File: src/rtl/nine_point_aim_calibration_mapper_unit_defines.svh
// Assertion macros shared by the nine-point aim calibration mapper.
`ifndef NINE_POINT_AIM_CALIBRATION_MAPPER_UNIT_DEFINES_SVH
`define NINE_POINT_AIM_CALIBRATION_MAPPER_UNIT_DEFINES_SVH

// Same-cycle implication, checked while out of reset.
`define NPACM_ASSERT_NOW(lbl, ante, cons, msg) \
    lbl: assert property (@(posedge i_clk) disable iff (!i_rst_n) (ante) |-> (cons)) \
        else $error(msg);

// Next-cycle implication, checked while out of reset.
`define NPACM_ASSERT_NEXT(lbl, ante, cons, msg) \
    lbl: assert property (@(posedge i_clk) disable iff (!i_rst_n) (ante) |=> (cons)) \
        else $error(msg);

`endif

File: src/rtl/npacm_pkg.sv
// Types, constants and helper functions of the aim calibration mapper.
`timescale 1ns / 1ps
package npacm_pkg;

    localparam int ANGLE_W     = 16;
    localparam int SIZE_W      = 13;
    localparam int EDGE_MARGIN = 30;
    localparam int FRAC_SH     = 22;
    localparam int DIFF_W      = ANGLE_W + 1;
    localparam int GAIN_W      = 32;
    localparam int PROD_W      = DIFF_W + GAIN_W;
    localparam int PIX_W       = PROD_W + 1;
    localparam int ACC_W       = ANGLE_W + 2;
    localparam int HALF_W      = SIZE_W - 1;
    localparam int NUM_W       = HALF_W + 2;
    localparam int FULL_W      = SIZE_W + FRAC_SH;
    localparam int POS_W       = 16;
    localparam int DVS_W       = FULL_W;
    localparam int DVD_W       = FULL_W + POS_W;
    localparam int CNT_W       = $clog2(DVD_W);
    localparam int NSAMP       = 9;
    localparam int SADDR_W     = 4;
    localparam int NAVG        = 6;
    localparam int NGAIN       = 4;
    localparam int K_W         = 3;

    // Division by three as a reciprocal multiply: floor(m * DIV3_MUL / 2^DIV3_SH)
    // equals floor(m / 3) for every m below 2^17, which covers a sum of three angles.
    localparam int               DIV3_SH  = 18;
    localparam logic [ACC_W-1:0] DIV3_MUL = 18'd87382;

    localparam logic [GAIN_W-1:0] GAIN_MAX = 32'h7FFF_FFFF;
    localparam logic [GAIN_W-1:0] GAIN_MIN = 32'h8000_0000;

    localparam logic [SIZE_W-1:0] WIDTH_RST  = 13'd1920;
    localparam logic [SIZE_W-1:0] HEIGHT_RST = 13'd1080;

    // Configuration register indexes.
    localparam logic CFG_WIDTH  = 1'b0;
    localparam logic CFG_HEIGHT = 1'b1;

    // Request codes.
    typedef logic [1:0] t_req;
    localparam t_req REQ_START = 2'd0;
    localparam t_req REQ_CAL   = 2'd1;
    localparam t_req REQ_AIM   = 2'd2;

    // Averages, in the order they are computed.
    localparam logic [K_W-1:0] AVG_LEFT  = 3'd0;
    localparam logic [K_W-1:0] AVG_RIGHT = 3'd1;
    localparam logic [K_W-1:0] AVG_UP    = 3'd2;
    localparam logic [K_W-1:0] AVG_DOWN  = 3'd3;
    localparam logic [K_W-1:0] AVG_CX    = 3'd4;
    localparam logic [K_W-1:0] AVG_CY    = 3'd5;

    // Side gains, in storage order.
    localparam logic [K_W-1:0] GN_LEFT  = 3'd0;
    localparam logic [K_W-1:0] GN_RIGHT = 3'd1;
    localparam logic [K_W-1:0] GN_DOWN  = 3'd2;
    localparam logic [K_W-1:0] GN_UP    = 3'd3;

    typedef enum logic [1:0] {
        ST_STORED,
        ST_CAL_DONE,
        ST_POSITION,
        ST_IGNORED
    } t_status;

    typedef enum logic [1:0] {
        PH_IDLE,
        PH_CAL,
        PH_READY
    } t_phase;

    typedef enum logic [3:0] {
        S_IDLE,
        S_AVG_RD,
        S_AVG_DIV,
        S_AVG_WR,
        S_GAIN_DIV,
        S_GAIN_WAIT,
        S_GAIN_WR,
        S_MUL,
        S_MAP_DIV,
        S_MAP_WAIT,
        S_MAP_WR,
        S_RESULT
    } t_ctrl_state;

    typedef enum logic [3:0] {
        OP_NONE,
        OP_AVG_RD,
        OP_AVG_DIV,
        OP_AVG_WR,
        OP_GAIN_DIV,
        OP_GAIN_WR,
        OP_MUL,
        OP_MAP_DIV,
        OP_MAP_WR
    } t_dp_op;

    typedef struct packed {
        logic [1:0]               req_type;
        logic signed [ANGLE_W-1:0] yaw_angle;
        logic signed [ANGLE_W-1:0] pitch_angle;
        logic                     trigger;
    } t_in_req;

    typedef struct packed {
        t_status          status;
        logic [POS_W-1:0] x_position;
        logic [POS_W-1:0] y_position;
        logic             shot;
    } t_out_res;

    typedef struct packed {
        t_dp_op             op;
        logic [K_W-1:0]     k;
        logic [1:0]         j;
        logic               axis;
        logic               mem_we;
        logic [SADDR_W-1:0] mem_wa;
        logic               cap;
        logic               out_load;
        t_status            status;
    } t_dp_cmd;

    typedef struct packed {
        logic div_done;
    } t_dp_sts;

    // Sample slot of the j-th term of average k. Slots follow the order in which
    // the nine calibration points are taken.
    function automatic logic [SADDR_W-1:0] avg_addr(input logic [K_W-1:0] k,
                                                    input logic [1:0] j);
        logic [SADDR_W-1:0] a0;
        logic [SADDR_W-1:0] a1;
        logic [SADDR_W-1:0] a2;
        a0 = 4'd0;
        a1 = 4'd1;
        a2 = 4'd2;
        unique case (k)
            AVG_LEFT:  begin a0 = 4'd0; a1 = 4'd1; a2 = 4'd2; end
            AVG_RIGHT: begin a0 = 4'd6; a1 = 4'd7; a2 = 4'd8; end
            AVG_UP:    begin a0 = 4'd0; a1 = 4'd5; a2 = 4'd6; end
            AVG_DOWN:  begin a0 = 4'd2; a1 = 4'd3; a2 = 4'd8; end
            AVG_CX:    begin a0 = 4'd3; a1 = 4'd4; a2 = 4'd5; end
            AVG_CY:    begin a0 = 4'd1; a1 = 4'd4; a2 = 4'd7; end
            default:   begin a0 = 4'd0; a1 = 4'd1; a2 = 4'd2; end
        endcase
        return (j == 2'd0) ? a0 : ((j == 2'd1) ? a1 : a2);
    endfunction

    // Pitch averages read the pitch store, the rest the yaw store.
    function automatic logic avg_is_pitch(input logic [K_W-1:0] k);
        return (k == AVG_UP) || (k == AVG_DOWN) || (k == AVG_CY);
    endfunction

endpackage

File: src/rtl/npacm_div.sv
// Restoring unsigned divider, one quotient bit per cycle.
`timescale 1ns / 1ps
module npacm_div
    import npacm_pkg::*;
(
    input  logic             i_clk,
    input  logic             i_rst_n,
    input  logic             i_start,
    input  logic [DVD_W-1:0] i_dvd,
    input  logic [DVS_W-1:0] i_dvs,
    output logic             o_done,
    output logic [DVD_W-1:0] o_quo
);

    logic             r_busy;
    logic             r_done;
    logic [CNT_W-1:0] r_cnt;
    logic [DVS_W-1:0] r_rem;
    logic [DVS_W-1:0] r_dvs;
    logic [DVD_W-1:0] r_q;
    logic [DVS_W:0]   trial;
    logic [DVS_W:0]   sub;
    logic             ge;

    assign trial = {r_rem, r_q[DVD_W-1]};
    assign sub   = trial - {1'b0, r_dvs};
    assign ge    = (trial >= {1'b0, r_dvs});

    always_ff @(posedge i_clk) begin
        if (!i_rst_n) begin
            r_busy <= 1'b0;
            r_done <= 1'b0;
            r_cnt  <= '0;
        end else begin
            r_done <= 1'b0;
            if (i_start) begin
                r_busy <= 1'b1;
                r_cnt  <= '0;
            end else if (r_busy) begin
                r_cnt <= r_cnt + 1'b1;
                if (r_cnt == CNT_W'(DVD_W - 1)) begin
                    r_busy <= 1'b0;
                    r_done <= 1'b1;
                end
            end
        end
    end

    always_ff @(posedge i_clk) begin
        if (i_start) begin
            r_q   <= i_dvd;
            r_dvs <= i_dvs;
            r_rem <= '0;
        end else if (r_busy) begin
            r_rem <= ge ? sub[DVS_W-1:0] : trial[DVS_W-1:0];
            r_q   <= {r_q[DVD_W-2:0], ge};
        end
    end

    assign o_done = r_done;
    assign o_quo  = r_q;

endmodule

File: src/rtl/npacm_dp.sv
// Datapath: sample store, averages, gains, axis mapping and result register.
`timescale 1ns / 1ps
module npacm_dp
    import npacm_pkg::*;
(
    input  logic              i_clk,
    input  logic              i_rst_n,
    input  t_in_req           i_in,
    input  logic              i_cfg_we,
    input  logic              i_cfg_idx,
    input  logic [SIZE_W-1:0] i_cfg_data,
    input  t_dp_cmd           i_cmd,
    output t_dp_sts           o_sts,
    output t_out_res          o_out
);

    logic [SIZE_W-1:0] r_width;
    logic [SIZE_W-1:0] r_height;

    logic signed [ANGLE_W-1:0] r_mem_yaw   [NSAMP];
    logic signed [ANGLE_W-1:0] r_mem_pitch [NSAMP];
    logic signed [ANGLE_W-1:0] r_rd_yaw;
    logic signed [ANGLE_W-1:0] r_rd_pitch;
    logic signed [ACC_W-1:0]   r_acc;
    logic [ACC_W-1:0]          r_avg_q;

    logic signed [ANGLE_W-1:0] r_left, r_right, r_up, r_down;
    logic signed [ANGLE_W-1:0] r_cx, r_cy;
    logic signed [GAIN_W-1:0]  r_gl, r_gr, r_gd, r_gu;

    logic signed [ANGLE_W-1:0] r_yaw, r_pitch;
    logic                      r_trig;
    logic signed [PROD_W-1:0]  r_prod;
    logic [POS_W-1:0]          r_x, r_y;

    logic r_neg, r_num_neg, r_num_zero, r_span_zero, r_size_zero;
    t_out_res r_out;

    logic [SADDR_W-1:0]       rd_addr;
    logic signed [ANGLE_W-1:0] rd_sel;
    logic [ACC_W-1:0]          acc_mag;
    logic [2*ACC_W-1:0]        avg_prod;

    logic [SIZE_W-1:0]        g_size;
    logic signed [NUM_W-1:0]  g_num;
    logic [NUM_W-1:0]         g_num_mag;
    logic signed [DIFF_W-1:0] g_span;
    logic [DIFF_W-1:0]        g_span_mag;

    logic signed [DIFF_W-1:0] m_diff;
    logic signed [GAIN_W-1:0] m_gain;
    logic signed [PROD_W-1:0] m_prod;
    logic [SIZE_W-1:0]        m_size;
    logic [FULL_W-1:0]        m_full;
    logic signed [PIX_W-1:0]  m_pix;
    logic [FULL_W-1:0]        m_pixc;

    logic             div_start;
    logic [DVD_W-1:0] div_dvd;
    logic [DVS_W-1:0] div_dvs;
    logic             div_done;
    logic [DVD_W-1:0] div_quo;
    logic             n_neg;

    logic [ACC_W-1:0]  avg_q;
    logic [ACC_W-1:0]  avg_val;
    logic [GAIN_W-1:0] gain_val;

    npacm_div u_div (
        .i_clk   (i_clk),
        .i_rst_n (i_rst_n),
        .i_start (div_start),
        .i_dvd   (div_dvd),
        .i_dvs   (div_dvs),
        .o_done  (div_done),
        .o_quo   (div_quo)
    );

    assign o_sts.div_done = div_done;
    assign o_out          = r_out;

    // Configuration registers.
    always_ff @(posedge i_clk) begin
        if (!i_rst_n) begin
            r_width  <= WIDTH_RST;
            r_height <= HEIGHT_RST;
        end else if (i_cfg_we) begin
            if (i_cfg_idx == CFG_WIDTH) begin
                r_width <= i_cfg_data;
            end else begin
                r_height <= i_cfg_data;
            end
        end
    end

    // Sample store with a registered read port.
    assign rd_addr = avg_addr(i_cmd.k, i_cmd.j);

    always_ff @(posedge i_clk) begin
        if (i_cmd.mem_we) begin
            r_mem_yaw[i_cmd.mem_wa]   <= i_in.yaw_angle;
            r_mem_pitch[i_cmd.mem_wa] <= i_in.pitch_angle;
        end
        if (i_cmd.op == OP_AVG_RD && i_cmd.j != 2'd3) begin
            r_rd_yaw   <= r_mem_yaw[rd_addr];
            r_rd_pitch <= r_mem_pitch[rd_addr];
        end
    end

    assign rd_sel  = avg_is_pitch(i_cmd.k) ? r_rd_pitch : r_rd_yaw;
    assign acc_mag = r_acc[ACC_W-1] ? ACC_W'(-r_acc) : ACC_W'(r_acc);

    // The magnitude of the sum is divided by three with a reciprocal multiply.
    assign avg_prod = (2*ACC_W)'(acc_mag) * (2*ACC_W)'(DIV3_MUL);

    // Gain operands: numerator is half the screen less the margin.
    assign g_size    = i_cmd.k[1] ? r_height : r_width;
    assign g_num     = $signed({2'b00, g_size[SIZE_W-1:1]}) - NUM_W'(EDGE_MARGIN);
    assign g_num_mag = g_num[NUM_W-1] ? NUM_W'(-g_num) : NUM_W'(g_num);

    always_comb begin
        case (i_cmd.k)
            GN_LEFT:  g_span = DIFF_W'(r_cx) - DIFF_W'(r_left);
            GN_RIGHT: g_span = DIFF_W'(r_right) - DIFF_W'(r_cx);
            GN_DOWN:  g_span = DIFF_W'(r_cy) - DIFF_W'(r_down);
            default:  g_span = DIFF_W'(r_up) - DIFF_W'(r_cy);
        endcase
    end
    assign g_span_mag = g_span[DIFF_W-1] ? DIFF_W'(-g_span) : DIFF_W'(g_span);

    // Axis mapping operands.
    always_comb begin
        if (!i_cmd.axis) begin
            m_diff = DIFF_W'(r_yaw) - DIFF_W'(r_cx);
            m_gain = (r_yaw < r_cx) ? r_gl : r_gr;
        end else begin
            m_diff = DIFF_W'(r_cy) - DIFF_W'(r_pitch);
            m_gain = (r_pitch < r_cy) ? r_gd : r_gu;
        end
    end
    assign m_prod = m_diff * m_gain;

    assign m_size = i_cmd.axis ? r_height : r_width;
    assign m_full = {m_size, {FRAC_SH{1'b0}}};
    assign m_pix  = $signed({{(PIX_W - HALF_W - FRAC_SH){1'b0}}, m_size[SIZE_W-1:1],
                             {FRAC_SH{1'b0}}}) + PIX_W'(r_prod);

    always_comb begin
        if (m_pix[PIX_W-1]) begin
            m_pixc = '0;
        end else if (m_pix[PIX_W-2:0] > (PIX_W-1)'(m_full)) begin
            m_pixc = m_full;
        end else begin
            m_pixc = m_pix[FULL_W-1:0];
        end
    end

    // Divider operand selection.
    always_comb begin
        div_start = 1'b0;
        div_dvd   = '0;
        div_dvs   = '0;
        n_neg     = r_neg;
        case (i_cmd.op)
            OP_AVG_DIV: begin
                n_neg = r_acc[ACC_W-1];
            end
            OP_GAIN_DIV: begin
                div_start = 1'b1;
                div_dvd   = DVD_W'({g_num_mag, {FRAC_SH{1'b0}}});
                div_dvs   = DVS_W'(g_span_mag);
                n_neg     = g_num[NUM_W-1] ^ g_span[DIFF_W-1];
            end
            OP_MAP_DIV: begin
                div_start = 1'b1;
                div_dvd   = {m_pixc, {POS_W{1'b0}}} - DVD_W'(m_pixc);
                div_dvs   = m_full;
            end
            default: ;
        endcase
    end

    assign avg_q   = r_avg_q;
    assign avg_val = r_neg ? ACC_W'(-avg_q) : avg_q;

    always_comb begin
        if (r_span_zero) begin
            gain_val = r_num_zero ? '0 : (r_num_neg ? GAIN_MIN : GAIN_MAX);
        end else if (!r_neg) begin
            gain_val = (div_quo > DVD_W'(GAIN_MAX)) ? GAIN_MAX : div_quo[GAIN_W-1:0];
        end else begin
            gain_val = (div_quo > DVD_W'(GAIN_MIN)) ? GAIN_MIN
                                                    : GAIN_W'(-div_quo[GAIN_W-1:0]);
        end
    end

    // Working registers.
    always_ff @(posedge i_clk) begin
        r_neg <= n_neg;
        if (i_cmd.op == OP_AVG_RD) begin
            r_acc <= (i_cmd.j == 2'd0) ? '0 : r_acc + ACC_W'(rd_sel);
        end
        if (i_cmd.op == OP_AVG_DIV) begin
            r_avg_q <= avg_prod[DIV3_SH +: ACC_W];
        end
        if (i_cmd.op == OP_GAIN_DIV) begin
            r_num_neg   <= g_num[NUM_W-1];
            r_num_zero  <= (g_num == '0);
            r_span_zero <= (g_span == '0);
        end
        if (i_cmd.op == OP_AVG_WR) begin
            case (i_cmd.k)
                AVG_LEFT:  r_left  <= avg_val[ANGLE_W-1:0];
                AVG_RIGHT: r_right <= avg_val[ANGLE_W-1:0];
                AVG_UP:    r_up    <= avg_val[ANGLE_W-1:0];
                AVG_DOWN:  r_down  <= avg_val[ANGLE_W-1:0];
                default:   ;
            endcase
        end
        if (i_cmd.cap) begin
            r_yaw   <= i_in.yaw_angle;
            r_pitch <= i_in.pitch_angle;
            r_trig  <= i_in.trigger;
        end
        if (i_cmd.op == OP_MUL) begin
            r_prod <= m_prod;
        end
        if (i_cmd.op == OP_MAP_DIV) begin
            r_size_zero <= (m_size == '0);
        end
        if (i_cmd.op == OP_MAP_WR) begin
            if (!i_cmd.axis) begin
                r_x <= r_size_zero ? '0 : div_quo[POS_W-1:0];
            end else begin
                r_y <= r_size_zero ? '0 : div_quo[POS_W-1:0];
            end
        end
        if (i_cmd.out_load) begin
            r_out.status <= i_cmd.status;
            if (i_cmd.status == ST_POSITION) begin
                r_out.x_position <= r_x;
                r_out.y_position <= r_y;
                r_out.shot       <= r_trig;
            end else begin
                r_out.x_position <= '0;
                r_out.y_position <= '0;
                r_out.shot       <= 1'b0;
            end
        end
    end

    // Calibration results that survive until the next complete calibration.
    always_ff @(posedge i_clk) begin
        if (!i_rst_n) begin
            r_cx <= '0;
            r_cy <= '0;
            r_gl <= '0;
            r_gr <= '0;
            r_gd <= '0;
            r_gu <= '0;
        end else begin
            if (i_cmd.op == OP_AVG_WR) begin
                if (i_cmd.k == AVG_CX) begin
                    r_cx <= avg_val[ANGLE_W-1:0];
                end
                if (i_cmd.k == AVG_CY) begin
                    r_cy <= avg_val[ANGLE_W-1:0];
                end
            end
            if (i_cmd.op == OP_GAIN_WR) begin
                case (i_cmd.k)
                    GN_LEFT:  r_gl <= gain_val;
                    GN_RIGHT: r_gr <= gain_val;
                    GN_DOWN:  r_gd <= gain_val;
                    default:  r_gu <= gain_val;
                endcase
            end
        end
    end

endmodule

File: src/rtl/npacm_ctrl.sv
// Controller: request decode, calibration phase and operation sequencing.
`timescale 1ns / 1ps
module npacm_ctrl
    import npacm_pkg::*;
(
    input  logic    i_clk,
    input  logic    i_rst_n,
    input  logic    i_in_valid,
    input  t_req    i_req_type,
    input  logic    i_out_stall,
    input  t_dp_sts i_sts,
    output logic    o_in_stall,
    output logic    o_out_valid,
    output t_dp_cmd o_cmd
);

    t_ctrl_state        r_state, n_state;
    t_phase             r_phase, n_phase;
    logic [SADDR_W-1:0] r_idx, n_idx;
    logic [K_W-1:0]     r_k, n_k;
    logic [1:0]         r_j, n_j;
    logic               r_axis, n_axis;
    t_status            r_status, n_status;
    logic               r_out_valid, n_out_valid;

    always_ff @(posedge i_clk) begin
        if (!i_rst_n) begin
            r_state     <= S_IDLE;
            r_phase     <= PH_IDLE;
            r_idx       <= '0;
            r_k         <= '0;
            r_j         <= '0;
            r_axis      <= 1'b0;
            r_status    <= ST_IGNORED;
            r_out_valid <= 1'b0;
        end else begin
            r_state     <= n_state;
            r_phase     <= n_phase;
            r_idx       <= n_idx;
            r_k         <= n_k;
            r_j         <= n_j;
            r_axis      <= n_axis;
            r_status    <= n_status;
            r_out_valid <= n_out_valid;
        end
    end

    always_comb begin
        n_state  = r_state;
        n_phase  = r_phase;
        n_idx    = r_idx;
        n_k      = r_k;
        n_j      = r_j;
        n_axis   = r_axis;
        n_status = r_status;

        o_cmd          = '0;
        o_cmd.op       = OP_NONE;
        o_cmd.k        = r_k;
        o_cmd.j        = r_j;
        o_cmd.axis     = r_axis;
        o_cmd.mem_wa   = r_idx;
        o_cmd.status   = r_status;

        unique case (r_state)
            S_IDLE: begin
                if (i_in_valid) begin
                    o_cmd.cap = 1'b1;
                    if (i_req_type == REQ_START) begin
                        n_phase  = PH_CAL;
                        n_idx    = '0;
                        n_status = ST_STORED;
                        n_state  = S_RESULT;
                    end else if (i_req_type == REQ_CAL && r_phase == PH_CAL) begin
                        if (r_idx > SADDR_W'(NSAMP - 1)) begin
                            n_idx    = '0;
                            n_status = ST_IGNORED;
                            n_state  = S_RESULT;
                        end else begin
                            o_cmd.mem_we = 1'b1;
                            if (r_idx == SADDR_W'(NSAMP - 1)) begin
                                n_idx    = '0;
                                n_phase  = PH_READY;
                                n_status = ST_CAL_DONE;
                                n_k      = '0;
                                n_j      = '0;
                                n_state  = S_AVG_RD;
                            end else begin
                                n_idx    = r_idx + 1'b1;
                                n_status = ST_STORED;
                                n_state  = S_RESULT;
                            end
                        end
                    end else if (i_req_type == REQ_AIM && r_phase == PH_READY) begin
                        n_status = ST_POSITION;
                        n_axis   = 1'b0;
                        n_state  = S_MUL;
                    end else begin
                        n_status = ST_IGNORED;
                        n_state  = S_RESULT;
                    end
                end
            end
            S_AVG_RD: begin
                o_cmd.op = OP_AVG_RD;
                n_j      = r_j + 1'b1;
                if (r_j == 2'd3) begin
                    n_state = S_AVG_DIV;
                end
            end
            S_AVG_DIV: begin
                o_cmd.op = OP_AVG_DIV;
                n_state  = S_AVG_WR;
            end
            S_AVG_WR: begin
                o_cmd.op = OP_AVG_WR;
                n_j      = '0;
                if (r_k == K_W'(NAVG - 1)) begin
                    n_k     = '0;
                    n_state = S_GAIN_DIV;
                end else begin
                    n_k     = r_k + 1'b1;
                    n_state = S_AVG_RD;
                end
            end
            S_GAIN_DIV: begin
                o_cmd.op = OP_GAIN_DIV;
                n_state  = S_GAIN_WAIT;
            end
            S_GAIN_WAIT: begin
                if (i_sts.div_done) begin
                    n_state = S_GAIN_WR;
                end
            end
            S_GAIN_WR: begin
                o_cmd.op = OP_GAIN_WR;
                if (r_k == K_W'(NGAIN - 1)) begin
                    n_k     = '0;
                    n_state = S_RESULT;
                end else begin
                    n_k     = r_k + 1'b1;
                    n_state = S_GAIN_DIV;
                end
            end
            S_MUL: begin
                o_cmd.op = OP_MUL;
                n_state  = S_MAP_DIV;
            end
            S_MAP_DIV: begin
                o_cmd.op = OP_MAP_DIV;
                n_state  = S_MAP_WAIT;
            end
            S_MAP_WAIT: begin
                if (i_sts.div_done) begin
                    n_state = S_MAP_WR;
                end
            end
            S_MAP_WR: begin
                o_cmd.op = OP_MAP_WR;
                if (r_axis) begin
                    n_state = S_RESULT;
                end else begin
                    n_axis  = 1'b1;
                    n_state = S_MUL;
                end
            end
            S_RESULT: begin
                if (!r_out_valid || !i_out_stall) begin
                    o_cmd.out_load = 1'b1;
                    n_state        = S_IDLE;
                end
            end
            default: begin
                n_state = S_IDLE;
            end
        endcase

        if (o_cmd.out_load) begin
            n_out_valid = 1'b1;
        end else if (!i_out_stall) begin
            n_out_valid = 1'b0;
        end else begin
            n_out_valid = r_out_valid;
        end
    end

    assign o_in_stall  = (r_state != S_IDLE);
    assign o_out_valid = r_out_valid;

endmodule

File: src/rtl/nine_point_aim_calibration_mapper_unit.sv
// Top level of the nine-point aim calibration mapper.
`timescale 1ns / 1ps
`include "nine_point_aim_calibration_mapper_unit_defines.svh"
// Turns yaw and pitch samples from an orientation sensor into pointer positions.
// Input channel (i_in_valid / o_in_stall) carries one request: start calibration,
// calibration sample or aim sample. Output channel (o_out_valid / i_out_stall)
// returns exactly one result per request with a status and, for aim requests,
// the x and y position scaled to 0..65535 and the echoed trigger.
// Requests are taken one at a time; o_in_stall is high while a request is in work.
// Start and plain sample requests go straight from acceptance to the result step.
// An aim request runs, per axis, a multiply step and one pass of the
// shared restoring divider that scales the pixel to full range.
// The ninth calibration sample runs six averages (four sample store steps and a
// divide by three as a reciprocal multiply each) and four side gains
// through the shared divider, which sets the rate of the block.
// Results sit in an output register, so a new request is taken while the previous
// result still waits; a finished result waits in its last step until the register
// frees up. A stalled result holds its value.
// Synchronous reset restores 1920 x 1080, the uncalibrated phase and clears the
// centres and gains. The sample store is not cleared; it is always refilled before use.
// Screen size registers are written through i_cfg_we / i_cfg_idx / i_cfg_data;
// the user must write them only while no request is in work; it is not enforced.
module nine_point_aim_calibration_mapper_unit
    import npacm_pkg::*;
(
    input  logic              i_clk,
    input  logic              i_rst_n,
    input  logic              i_in_valid,
    output logic              o_in_stall,
    input  t_in_req           i_in,
    output logic              o_out_valid,
    input  logic              i_out_stall,
    output t_out_res          o_out,
    input  logic              i_cfg_we,
    input  logic              i_cfg_idx,
    input  logic [SIZE_W-1:0] i_cfg_data
);

    t_dp_cmd cmd;
    t_dp_sts sts;

    // The controller owns phase, sample index and sequencing of the datapath.
    npacm_ctrl u_ctrl (
        .i_clk       (i_clk),
        .i_rst_n     (i_rst_n),
        .i_in_valid  (i_in_valid),
        .i_req_type  (i_in.req_type),
        .i_out_stall (i_out_stall),
        .i_sts       (sts),
        .o_in_stall  (o_in_stall),
        .o_out_valid (o_out_valid),
        .o_cmd       (cmd)
    );

    // The datapath holds the samples, calibration results and the divider.
    npacm_dp u_dp (
        .i_clk      (i_clk),
        .i_rst_n    (i_rst_n),
        .i_in       (i_in),
        .i_cfg_we   (i_cfg_we),
        .i_cfg_idx  (i_cfg_idx),
        .i_cfg_data (i_cfg_data),
        .i_cmd      (cmd),
        .o_sts      (sts),
        .o_out      (o_out)
    );

    // Every accepted request closes the input side in the following cycle.
    `NPACM_ASSERT_NEXT(a_accept_closes, i_in_valid && !o_in_stall, o_in_stall, "input not closed after accept")
    // Only a position result carries coordinates or a shot.
    `NPACM_ASSERT_NOW(a_zero_fields, o_out_valid && o_out.status != ST_POSITION, o_out.x_position == 16'd0 && o_out.y_position == 16'd0 && !o_out.shot, "non-position result with data")
    // A fresh result is loaded only as the controller returns to idle.
    `NPACM_ASSERT_NEXT(a_load_to_idle, o_out_valid && !i_out_stall, !o_out_valid || !o_in_stall, "result loaded outside idle return")

endmodule

File: config.mk
export PLATFORM = sky130hd
export DESIGN_NAME = nine_point_aim_calibration_mapper_unit
export DESIGN_NICKNAME = d
export VERILOG_FILES = /design/src/rtl/npacm_pkg.sv /design/src/rtl/npacm_div.sv /design/src/rtl/npacm_dp.sv /design/src/rtl/npacm_ctrl.sv /design/src/rtl/nine_point_aim_calibration_mapper_unit.sv
export VERILOG_INCLUDE_DIRS = /design/src /design/src/rtl
export SDC_FILE = /design/constraint.sdc
export NUM_CORES = 2
export LEC_CHECK = 0
export BUFFER_PORTS_ARGS = -buffer_cell sky130_fd_sc_hd__buf_2
export CORE_MARGIN = 3
export CORE_UTILIZATION = 30
export DETAILED_ROUTE_END_ITERATION = 16
export PLACE_DENSITY = 0.47
export SLEW_MARGIN = 20
export SYNTH_ARGS = -nofsm -noshare
export SYNTH_HDL_FRONTEND = slang
export SYNTH_SLANG_ARGS = --single-unit
File: constraint.sdc
create_clock -name i_clk -period 9.2 [get_ports i_clk]
set_clock_uncertainty 0.1 [all_clocks]
set_input_delay 1.84 -clock i_clk [delete_from_list [all_inputs] [get_ports i_clk]]
set_output_delay 1.84 -clock i_clk [all_outputs]
set_load 0.01 [all_outputs]
==> out/summary.txt <==
Status -> finished with violations
Failing checks -> setup timing
Syn nets -> 8098
Simple-gate share of the synthesized area -> 12.2%
Rows -> 177
Synth unique cells -> 102
Synth Area in Adders -> 25.8%
Detailed Route Iter0 Violations -> 3656
Multi-input gate area -> 0.0428 mm^2
Fmax -> 109 MHz
Worst-Skew Late Latency -> 0.74 ns
First-pass GRT wire length -> 342000 um
Buffer levels on the longest clock path -> 3
Core Area -> 0.233 mm^2
Via count -> 53000
Setup crit start kind -> register
Gr usage total -> 18.5%
Die X-Extent -> 491 um
Hold WC Path Type -> register to register
Hold Vio Cnt, Final -> 0
DIE HEIGHT -> 491 um
Filler cells -> 23300
Num ports -> 91
Main synth FF type -> edfxtp_1
Max_slew headroom -> 27.7%
Worst-path fanout max -> 7
Cell Area, Placed -> 0.0787 mm^2
Mapped Cells -> 6963
Starting density of the core -> 30.2%
EDFF count, synth -> 653
Mux contribution to synthesized area -> 5.50%
DRC violation count after routing -> 0
Dpl cells -> 10500
DIE AREA -> 0.241 mm^2
RePlAce Congestion -> 0.898
Fin worst setup slack -> -0.0115 ns
DR vias/cell -> 4.96
Synth Area in XOR/XNOR -> 3.36%
Mean Syn Cell Area -> 10.1 um^2
Finish-stage setup viols -> 1
Final wirelength -> 226000 um
Critical path's largest stage delay -> 0.54 ns
Sum Neg Setup Slack -> -0.0115 ns
CP arrival -> 9.56 ns
Async SR Flop Fraction -> 0%
CP max-delay cell -> fa_1
Routed len/inst -> 21.1 um
Total clock sinks -> 901
Period utilization -> 100%
Cts hold-fix bufs -> 0
Seq/Total Area, Yosys -> 34.8%
H-Tree Depth -> 3
Warnings from Yosys -> 0
Reg area -> 0.0246 mm^2
Largest family of logic cells by synthesized area -> adder cells
PortBufs -> 90
Grt ovf -> 0
Synth Register Bits -> 901
Clk slew on worst S/H paths -> 0.06 ns
Most used cell, CP -> fa_1
Hold WS -> 0.369 ns
CTS tree -> built
Largest net degree at the start of global routing -> 100
Max-slew violation count -> 0
TritonCTS Buffers -> 97
Synth Area in Compound Gates -> 11.7%
Fin crit period -> 9.21 ns
Max-Cap Viols -> 0
Layout Cells excl Fill -> 10700
Share of cells above drive strength 1 -> 16.5%
Mapped cell area -> 0.0705 mm^2
Vias in the first global route -> 54200
Drt first pass iters -> 5
CP Class -> register to register
Final #Nets -> 8606
Tightest Pin Transition -> 1.07 ns
Crit end category -> register
Final ANT Viol Nets -> 0
HPWL after DPL -> 177000 um
Fin area -> 0.0839 mm^2
Critical path required time -> 9.55 ns
Area grow syn2layout -> 18.9%
RSZ-0062 raised after global routing -> yes
Clock Root Buffer -> clkbuf_16
Initial antenna violation count -> 16
[Yosys cell counts (all sizes together), types with 15 or more instances]
master	n	share of area, %
and2	96	0.85
o21bai	33	0.35
o21ai	349	2.5
o22ai	18	0.16
xor2	101	1.3
nor4	39	0.37
inv	948	5.0
a31oi	43	0.39
o31ai	28	0.32
mux4	64	2.0
o221ai	15	0.19
dfxtp	248	7.0
nor3	88	0.66
mux2	53	0.85
clkbuf	234	1.2
nor2	692	3.7
a211o	17	0.21
or2	25	0.22
or4	16	0.18
o211ai	33	0.37
a211oi	57	0.62
edfxtp	653	28
or3	34	0.30
a21boi	38	0.40
mux2i	184	2.6
nor2b	62	0.55
nand4	48	0.43
o21a	44	0.47
nand2b	49	0.43
nand2	603	3.2
nand3	82	0.59
xnor2	167	2.1
a21o	91	0.97
buf	31	0.22
ha	456	8.1
and3	24	0.22
a21oi	356	2.5
fa	625	18
o211a	33	0.47
[routing by layer]
layer,vias up,part of all wire [%],track usage [%]
met2,1076,48,31.1
li1,24800,-,-
met5,-,0.027,0
met4,8,2.3,3.85
met3,267,3.8,1.91
met1,26900,46,25.6
[worst max-delay path, delay by kind of cell (launching register included)]
| family | cells | cell delay, ns |
|---|---|---|
| AO/OA/AOI/OAI | 15 | 2.75 |
| XOR/XNOR | 1 | 0.12 |
| adder cells (fa/ha/maj) | 8 | 3.64 |
| buffers and inverters | 9 | 0.98 |
| flip-flops | 1 | 0.39 |
| multiplexers | 2 | 0.46 |
| AND/OR/NAND/NOR | 4 | 0.50 |
[layout by cell type, fill, tap and decap left out, drive strengths merged, types with 64 or more instances in the layout]
cell type,count
nor2,692
clkbuf,114
buf,670
nand2,603
inv,950
ha,456
a21oi,356
mux4,64
nor3,88
xnor2,167
edfxtp,653
o21ai,349
a21o,91
fa,625
nand3,82
xor2,101
dfxtp,248
and2,96
mux2i,184
[repair_timing]
action | in CTS | in global routing
cloned | 2 | 2
resized for setup | 150 | 134
setup buffers | 18 | 23
endpoints found under the setup margin | 27 | 26
pin swaps | 79 | 73
[sequential cells by signal, summed over array words and instances (netlist names), 18 cells and up]
signal and cells:
u_dp.u_div.o_quo 51, u_dp.r_acc 18, u_dp.r_gd 32, u_dp.r_gu 32, u_dp.r_gr 32, u_dp.u_div.r_rem 35
u_dp.r_prod 49, u_dp.r_gl 32, u_dp.o_out 35, u_dp.r_mem_pitch 144, u_dp.r_mem_yaw 144, u_dp.u_div.r_dvs 30
[through the flow]
stage	utilization [%]	setup WS (ns)
floorplan	-	-0.0264
global placement	33.7	-1.01
detailed placement	33.7	-1.07
CTS	35.6	-0.214
global route	36.0	-0.404
finish	36.0	-0.0115
[cells by family after synthesis]
family                   after synthesis
XOR/XNOR                             269
buffers and inverters               1215
adder cells (fa/ha/maj)             1081
multiplexers                         301
AO/OA/AOI/OAI                       1296
flip-flops                           901
AND/OR/NAND/NOR                     1900
[final cells by class]
cell class	count	share of cell area [%]
sequential	901	29.3
timing repair buffer	674	6.59
inverter	950	4.25
clock buffer	111	2.99
multi-input combinational	4847	51.1
tap	3132	4.67
antenna	2	0.00597
clock inverter	73	1.12
[worst paths after layout]
path | startpoint | to | slack, ns | cells past startpoint
max | u_dp.r_yaw[1] | u_dp.r_prod[48] | -0.01 | 39
min | u_dp.r_height[0] | u_dp.r_height[0] | 0.37 | 2
max reg2reg | u_dp.r_yaw[1] | u_dp.r_prod[48] | -0.01 | 39
min reg2reg | u_dp.r_height[0] | u_dp.r_height[0] | 0.37 | 2
Power is not shown: default switching activity piles up to over one toggle a cycle in this logic, so the estimate is an artifact.
